`src/rtl/annexb_parameter_set_extractor_defines.svh`:
```
// ----------------------------------------------------------------------------
// Assertion macros
// Shared concurrent assertion forms for the Annex-B extractor.
// ----------------------------------------------------------------------------
`ifndef ANNEXB_PARAMETER_SET_EXTRACTOR_DEFINES_SVH
`define ANNEXB_PARAMETER_SET_EXTRACTOR_DEFINES_SVH

// Same-cycle implication, checked on clk_i outside reset.
`define ABPSE_ASSERT(lbl, prop, msg) \
  lbl: assert property (@(posedge clk_i) disable iff (!rst_ni) prop) else $error(msg);

// Next-cycle implication, checked on clk_i outside reset.
`define ABPSE_ASSERT_NEXT(lbl, ante, cons, msg) \
  lbl: assert property (@(posedge clk_i) disable iff (!rst_ni) (ante) |=> (cons)) \
    else $error(msg);

`endif

```
`src/rtl/abpse_pkg.sv`:
```
// ----------------------------------------------------------------------------
// Annex-B extractor package
// Item types, parser state, result bundle and NAL kind decode.
// ----------------------------------------------------------------------------
package abpse_pkg;

  localparam int unsigned LOOKBACK_DEPTH = 4;
  localparam int unsigned MAX_BYTES      = 5;

  localparam logic [2:0] CODE_LEN_3 = 3'd3;
  localparam logic [2:0] CODE_LEN_4 = 3'd4;

  localparam logic [4:0] H264_TYPE_SPS = 5'd7;
  localparam logic [4:0] H264_TYPE_PPS = 5'd8;
  localparam logic [5:0] H265_TYPE_VPS = 6'd32;
  localparam logic [5:0] H265_TYPE_SPS = 6'd33;
  localparam logic [5:0] H265_TYPE_PPS = 6'd34;

  localparam logic [2:0] KIND_FIRST  = 3'b001;
  localparam logic [2:0] KIND_SECOND = 3'b010;
  localparam logic [2:0] KIND_THIRD  = 3'b100;
  localparam logic [2:0] KIND_NONE   = 3'b000;

  localparam logic [2:0] REG_CODEC_IS_H265 = 3'd0;

  typedef struct packed {
    logic [7:0] in_byte;
    logic       buffer_end;
  } in_item_t;

  typedef struct packed {
    logic [7:0] out_byte;
    logic       byte_valid;
    logic       run_last;
    logic [2:0] found_mask;
  } out_item_t;

  typedef struct packed {
    logic [1:0]                           zero_run;
    logic [LOOKBACK_DEPTH-1:0][7:0]       lb;
    logic [2:0]                           lc;
    logic                                 ah;
    logic                                 kn;
    logic [2:0]                           cl;
    logic [2:0]                           fk;
  } parse_state_t;

  typedef struct packed {
    logic [MAX_BYTES-1:0][7:0] bytes;
    logic [2:0]                nbytes;
    logic                      fin;
    logic [2:0]                mask;
  } result_set_t;

  function automatic logic [2:0] kind_of(input logic [7:0] hdr, input logic h265);
    logic [2:0] k;
    k = KIND_NONE;
    if (!h265) begin
      if (hdr[4:0] == H264_TYPE_SPS) k = KIND_FIRST;
      else if (hdr[4:0] == H264_TYPE_PPS) k = KIND_SECOND;
    end else begin
      if (hdr[6:1] == H265_TYPE_VPS) k = KIND_FIRST;
      else if (hdr[6:1] == H265_TYPE_SPS) k = KIND_SECOND;
      else if (hdr[6:1] == H265_TYPE_PPS) k = KIND_THIRD;
    end
    return k;
  endfunction

endpackage

```
`src/rtl/abpse_step.sv`:
```
// ----------------------------------------------------------------------------
// Annex-B extractor step
// Next parser state and the result bundle for one input byte.
// ----------------------------------------------------------------------------
module abpse_step (
  input  abpse_pkg::parse_state_t cur_i,
  input  abpse_pkg::in_item_t     item_i,
  input  logic                    h265_i,
  output abpse_pkg::parse_state_t nxt_o,
  output abpse_pkg::result_set_t  res_o
);
  import abpse_pkg::*;

  logic [7:0]                     b;
  logic                           eob;
  logic [2:0]                     flag;
  logic                           keep;
  logic                           len4;
  logic [2:0]                     base;
  logic [2:0]                     lc_cap;
  logic [LOOKBACK_DEPTH-1:0][7:0] src;
  logic [2:0]                     cnt;
  logic                           extra_en;
  logic [7:0]                     extra;
  parse_state_t                   nxt;

  assign b      = item_i.in_byte;
  assign eob    = item_i.buffer_end;
  assign flag   = kind_of(b, h265_i);
  assign keep   = ((cur_i.cl == CODE_LEN_4) || !eob) && (flag != KIND_NONE)
                  && ((cur_i.fk & flag) == KIND_NONE);
  assign len4   = (cur_i.zero_run == 2'd3);
  assign lc_cap = (cur_i.lc > 3'd4) ? 3'd4 : cur_i.lc;
  assign base   = (cur_i.lc >= 3'd3) ? 3'd2 : cur_i.lc;

  always_comb begin
    nxt      = cur_i;
    src      = cur_i.lb;
    cnt      = 3'd0;
    extra_en = 1'b0;
    extra    = b;

    if (cur_i.ah) begin
      if (keep) begin
        nxt.fk   = cur_i.fk | flag;
        nxt.kn   = 1'b1;
        cnt      = lc_cap;
        extra_en = 1'b1;
      end else begin
        nxt.kn = 1'b0;
      end
      nxt.ah = 1'b0;
      nxt.cl = 3'd0;
      nxt.lc = 3'd0;
      if (b == 8'd0) begin
        nxt.lb[0]    = 8'd0;
        nxt.lc       = 3'd1;
        nxt.zero_run = 2'd1;
      end else begin
        nxt.zero_run = 2'd0;
      end
    end else if (b == 8'd0) begin
      if (cur_i.lc >= 3'd3) begin
        nxt.lb[0] = cur_i.lb[1];
        nxt.lb[1] = cur_i.lb[2];
      end
      nxt.lb[base[1:0]] = 8'd0;
      nxt.lc            = base + 3'd1;
      if (cur_i.zero_run != 2'd3) nxt.zero_run = cur_i.zero_run + 2'd1;
      if (cur_i.kn) begin
        if (eob) begin
          cnt      = (cur_i.lc >= 3'd3) ? 3'd3 : cur_i.lc;
          extra_en = 1'b1;
          extra    = 8'd0;
        end else if (cur_i.lc >= 3'd3) begin
          cnt = 3'd1;
        end
      end
    end else if ((b == 8'd1) && (cur_i.zero_run >= 2'd2)) begin
      nxt.lb[0] = 8'd0;
      nxt.lb[1] = 8'd0;
      if (len4) begin
        nxt.lb[2] = 8'd0;
        nxt.lb[3] = 8'd1;
        nxt.lc    = eob ? 3'd0 : CODE_LEN_4;
        nxt.cl    = CODE_LEN_4;
      end else begin
        nxt.lb[2] = 8'd1;
        nxt.lc    = CODE_LEN_3;
        nxt.cl    = CODE_LEN_3;
      end
      nxt.ah       = 1'b1;
      nxt.zero_run = 2'd0;
      // short code at buffer end stays in the current NAL
      if (eob && cur_i.kn && !len4) begin
        src[0] = 8'd0;
        src[1] = 8'd0;
        src[2] = 8'd1;
        cnt    = 3'd3;
      end
    end else begin
      if (cur_i.kn) begin
        cnt      = lc_cap;
        extra_en = 1'b1;
      end
      nxt.lc       = 3'd0;
      nxt.zero_run = 2'd0;
    end
  end

  always_comb begin
    res_o.bytes = {extra, src};
    if (extra_en) res_o.bytes[cnt] = extra;
    res_o.nbytes = cnt + {2'd0, extra_en};
    res_o.fin    = eob;
    res_o.mask   = nxt.fk;
  end

  always_comb begin
    nxt_o = nxt;
    if (eob) nxt_o = '0;
  end

endmodule

```
`src/rtl/annexb_parameter_set_extractor.sv`:
```
// ----------------------------------------------------------------------------
// Annex-B parameter-set extractor
// Forwards the first SPS/PPS (and VPS) NAL of each buffer, start code kept.
// Latency: an item's first result is offered the cycle after it is accepted.
// Throughput: one item per cycle while each item yields at most one result and
// the output is not stalled; an item yielding k results (k up to 6) holds the
// input off while the result register drains them, one per unstalled cycle.
// Reset: parser state, result register and codec_is_h265 clear at once.
// ----------------------------------------------------------------------------
`include "annexb_parameter_set_extractor_defines.svh"

module annexb_parameter_set_extractor (
  input  logic                 clk_i,
  input  logic                 rst_ni,
  input  logic                 in_valid_i,
  output logic                 in_stall_o,
  input  abpse_pkg::in_item_t  in_item_i,
  output logic                 out_valid_o,
  input  logic                 out_stall_i,
  output abpse_pkg::out_item_t out_item_o,
  input  logic                 psel,
  input  logic                 penable,
  input  logic                 pwrite,
  input  logic [2:0]           paddr,
  input  logic [31:0]          pwdata,
  output logic [31:0]          prdata,
  output logic                 pready
);
  import abpse_pkg::*;

  parse_state_t state_q, state_d;
  result_set_t  res_q, res_d;
  logic         busy_q;
  logic [2:0]   rd_q;
  logic [2:0]   tot_q;
  logic [2:0]   tot_d;
  logic         codec_q;
  logic         in_acc;
  logic         out_take;
  logic         last_take;
  logic         cfg_wr;
  logic         end_acc;

  assign pready = 1'b1;
  assign cfg_wr = psel && penable && pwrite;
  assign prdata = (paddr == REG_CODEC_IS_H265) ? {31'd0, codec_q} : 32'd0;

  always_ff @(posedge clk_i or negedge rst_ni) begin
    if (!rst_ni) begin
      codec_q <= 1'b0;
    end else if (cfg_wr && (paddr == REG_CODEC_IS_H265)) begin
      codec_q <= pwdata[0];
    end
  end

  abpse_step u_step (
    .cur_i  (state_q),
    .item_i (in_item_i),
    .h265_i (codec_q),
    .nxt_o  (state_d),
    .res_o  (res_d)
  );

  assign tot_q     = res_q.nbytes + {2'd0, res_q.fin};
  assign tot_d     = res_d.nbytes + {2'd0, res_d.fin};
  assign out_take  = busy_q && !out_stall_i;
  assign last_take = out_take && (rd_q == tot_q - 3'd1);
  assign in_stall_o = busy_q && !last_take;
  assign in_acc    = in_valid_i && !in_stall_o;
  assign end_acc   = in_acc && in_item_i.buffer_end;

  always_ff @(posedge clk_i or negedge rst_ni) begin
    if (!rst_ni) begin
      state_q <= '0;
    end else if (in_acc) begin
      state_q <= state_d;
    end
  end

  always_ff @(posedge clk_i or negedge rst_ni) begin
    if (!rst_ni) begin
      busy_q <= 1'b0;
      rd_q   <= 3'd0;
    end else if (in_acc && (tot_d != 3'd0)) begin
      busy_q <= 1'b1;
      rd_q   <= 3'd0;
    end else if (last_take) begin
      busy_q <= 1'b0;
      rd_q   <= 3'd0;
    end else if (out_take) begin
      rd_q <= rd_q + 3'd1;
    end
  end

  always_ff @(posedge clk_i or negedge rst_ni) begin
    if (!rst_ni) begin
      res_q <= '0;
    end else if (in_acc && (tot_d != 3'd0)) begin
      res_q <= res_d;
    end
  end

  always_comb begin
    out_valid_o           = busy_q;
    out_item_o.found_mask = res_q.mask;
    if (rd_q < res_q.nbytes) begin
      out_item_o.out_byte   = res_q.bytes[rd_q];
      out_item_o.byte_valid = 1'b1;
      out_item_o.run_last   = 1'b0;
    end else begin
      out_item_o.out_byte   = 8'd0;
      out_item_o.byte_valid = 1'b0;
      out_item_o.run_last   = 1'b1;
    end
  end

  `ABPSE_ASSERT(a_hold_input, (busy_q && out_stall_i) |-> in_stall_o, "input taken while held")
  `ABPSE_ASSERT(a_rd_range, busy_q |-> (rd_q < tot_q), "result index past bundle")
  `ABPSE_ASSERT_NEXT(a_end_clears, end_acc, (state_q == '0), "state kept past buffer end")
  `ABPSE_ASSERT_NEXT(a_end_final, end_acc, busy_q && res_q.fin, "final item missing")

endmodule
```
`config.mk`:
```
export PLATFORM = sky130hd
export DESIGN_NAME = annexb_parameter_set_extractor
export DESIGN_NICKNAME = d
export VERILOG_FILES = /design/src/rtl/abpse_pkg.sv /design/src/rtl/abpse_step.sv /design/src/rtl/annexb_parameter_set_extractor.sv
export VERILOG_INCLUDE_DIRS = /design/src /design/src/rtl
export SDC_FILE = /design/constraint.sdc
export NUM_CORES = 1
export LEC_CHECK = 0
export ABC_AREA = 1
export CAP_MARGIN = 20
export CORE_MARGIN = 2
export CORE_UTILIZATION = 55
export CTS_CLUSTER_DIAMETER = 150
export CTS_CLUSTER_SIZE = 16
export DETAILED_ROUTE_END_ITERATION = 10
export DONT_BUFFER_PORTS = 1
export GPL_TIMING_DRIVEN = 0
export MAX_ROUTING_LAYER = met4
export PLACE_DENSITY = 0.72
export SLEW_MARGIN = 30
export SYNTH_ARGS = -nofsm -noshare
export SYNTH_HDL_FRONTEND = slang
export SYNTH_SLANG_ARGS = --single-unit
```
`constraint.sdc`:
```
create_clock -name clk_i -period 4.2 [get_ports clk_i]
set_clock_uncertainty 0.05 [all_clocks]
set_input_delay 0.84 -clock clk_i [delete_from_list [all_inputs] [get_ports clk_i]]
set_output_delay 0.84 -clock clk_i [all_outputs]
set_load 0.02 [all_outputs]
```
==> flow_summary.toml <==
[yosys]
netlist_instances = 757
synth_xor_area_share_pct = 0.462
ys_warn_count = 0
synth.ff_latch_count = 96
synth_mux_area_share_pct = 0
synth_fa_ha_area_share_pct = 3.08
ys_top_cells_by_area = "dfrtp_1 (42%), nand2_1 (13%), o21ai_0 (5.5%), buf_4 (5.3%), nor2_1 (4.6%)"
syn-cell-area_sq_um = 5690
async_flop_share_pct = 100
synth_enable_flop_cells = 0
syn_avg_cell_area_sq_um = 7.52
synthDistinctLibCells = 41
synth_top_family_by_area = "simple AND/OR/NAND/NOR gates"
synth_compound_area_share_pct = 15.8
yosys.area.top_type = "dfrtp_1"
synth_top_area_share_pct = 42.2
synth_seq_area_share_pct = 42.2
synth_top_flop_cell = "dfrtp_1"
synth-simple-area-share_pct = 25.7

[timing]
post-route-period-util_pct = 87.2
fin_setup_tns_ps = 0
finalSetupViolations = 0
final.min_clock_period_ps = 3660
worst-slew-pin-transition_ps = 872
rsz0062_at_grt = "false"
max_freq_mhz = 273
hold_violations = 0
maxSlewViolCount = 0
fin_ws_ps = 536
max-slew-margin-rel_pct = 41.0

[cts]
cts_tree = "done"
cts_resized = 0
clock_tree.buffer_depth = 2
root_buffer = "clkbuf_8"
cts_buffers = 9
clk_pin_slew_worst_paths_ps = 100
ctsHoldBuffers = 0
cts_num_sinks = 96
clock_latency_ps = 380
cts_setup_buffers = 0
htree_levels = 3

[placement]
dp_hpwl_um = 10800
gp_congestion = 0.986
post-place-ws_ps = 229
port-buffer-count = 0
placed_cells = 923

[critical_path]
cpLargestDelayFamily = "buffers and inverters"
path_buf_inv = 4
worstPathRequired_ps = 3310
worstPathMaxFanout = 10
crit_path_top_delay_cell = "clkinv_1"
critPathLaunchType = "flop"
crit_path_end_kind = "output port"
crit_type = "flop to output port"
slowest_delay_ps = 520
path_cells = "clkbuf_1 -> inv_2 -> nand2_1 -> a31oi_1 -> clkinv_1 -> a21oi_1 -> nand2_1 -> inv_1"
crit_arrival_ps = 2770
crit_top_cell = "nand2_1"

[flow_run]
drv_cap = 0

[detailed_routing]
wl_um = 14100
drt_iter0_drc = 345
ant_nets = 0
vias = 5011
drc_errors = 0
viasPerCell = 5.34
avgRoutedWirePerCell_um = 15.1
first_pass_iters = 5

[worst_hold_path]
hp-class = "primary input to asynchronous set/reset pin"

[floorplan]
die_h_um = 106
die_area_sq_um = 11200
start_util_pct = 55.9
ios = 99
die_w_um = 106
rows = 37
coreArea_sq_um = 10200

[finish]
antenna_cells = 0
drive_above_1_share_pct = 12.2
final_cells = 938
postLayoutCoreUtil_pct = 60.2
area_growth_pct = 7.79
fillerInstances = 962
fin_nets = 863

[global_route]
grt_antenna_before_repair = 0
first_global_vias = 4856
grt_pass1_wl_um = 23800
track_usage_pct = 28.0
grt_overflow = 0
grt_start_max_net_pins = 97

[status]
status = "completed"

[pwr]
vdd_drop_max_uv = 221
power.density_nw_per_um2 = 511
leakagePower_nw = 3.15
-- cells by family (layout without fill, tap and decap cells) --
logic type / count (synthesis) / count (layout)
DFF: 96 / 96
buffers and inverters: 138 / 153
adders and majority gates: 14 / 14
and+or+nand+nor: 345 / 345
AOI/OAI and AO/OA: 159 / 159
other: 2 / 32
xor gates and xnor gates: 3 / 3
-- metrics by stage --
stage	instance area (sq um)	hold WS, ps	power (W)
floorplan	5800	394	0.00230
global placement	5970	408	0.00255
detailed placement	5970	412	0.00259
CTS	6130	85.9	0.00313
global route	6130	70.5	0.00339
finish	6130	97.9	0.00313
-- routing by layer --
metal  routed length (um)  track usage, %  vias to the layer above
met3                  872            5.13                       32
met2                 6670            43.6                      169
met5                    0               -                        -
li1                     -               -                     2473
met4                  352            10.3                        0
met1                 6240            36.9                     2337
-- path summary, 6_finish.rpt --
| kind | start | endpoint | slack, ps | cells past startpoint |
|---|---|---|---|---|
| max | rd_q[0] | out_item_o[5] | 540 | 8 |
| min | rst_ni | res_q[3] | 100 | 0 |
| max reg2reg | codec_q | res_q[39] | 720 | 19 |
| min reg2reg | res_q[30] | res_q[30] | 440 | 2 |
| max in group asynchronous | rst_ni | state_q[19] | 3850 | 0 |
| min in group clk_i | res_q[30] | res_q[30] | 440 | 2 |
-- sequential cells by signal, indices dropped and copies added, names as in the netlist --
signal and count:
codec_q 1, out_item_o 3, out_valid_o 1, rd_q 3, res_q 44, state_q 44
-- Yosys cell counts (6+ instances only) --
library cell,instances
inv_1,65
clkbuf_1,11
nand3_1,40
nor2_1,70
nor3_1,10
inv_2,10
buf_6,6
nand2_1,201
buf_4,40
o21ai_1,40
a21oi_1,30
o21ai_0,63
dfrtp_1,96
o221ai_1,9
ha_1,14
-- final cells by class --
class                   instances  area (sq um)  share of cell area (%)
clock inverters                 5          32.5                   0.531
clock buffers                  10           128                    2.08
well taps                     136           170                    2.77
inverters                      76           285                    4.65
multi-input cells             553          2680                    43.7
plain buffers                  62           434                    7.08
flip-flops and latches         96          2400                    39.2
-- report_power, final --
group          switching [W]  internal [W]  leakage, nW  total (W)
combinational       0.000756      0.000415         1.78    0.00117
sequential          0.000207       0.00121         1.29    0.00142
clock               0.000329      0.000212       0.0863   0.000541
-- placed cells by master (no fill, tap or decap), types with 10 or more instances in the layout --
cell type | synthesis | final
inv_2 | 10 | 10
conb_1 | 2 | 32
o21ai_0 | 63 | 63
dfrtp_1 | 96 | 96
inv_1 | 65 | 65
clkbuf_1 | 11 | 12
nand3_1 | 40 | 40
nand2_1 | 201 | 201
nor3_1 | 10 | 10
buf_4 | 40 | 40
a21oi_1 | 30 | 30
ha_1 | 14 | 14
o21ai_1 | 40 | 40
nor2_1 | 70 | 70
No activity file was read; power rests on OpenSTA's default activity.
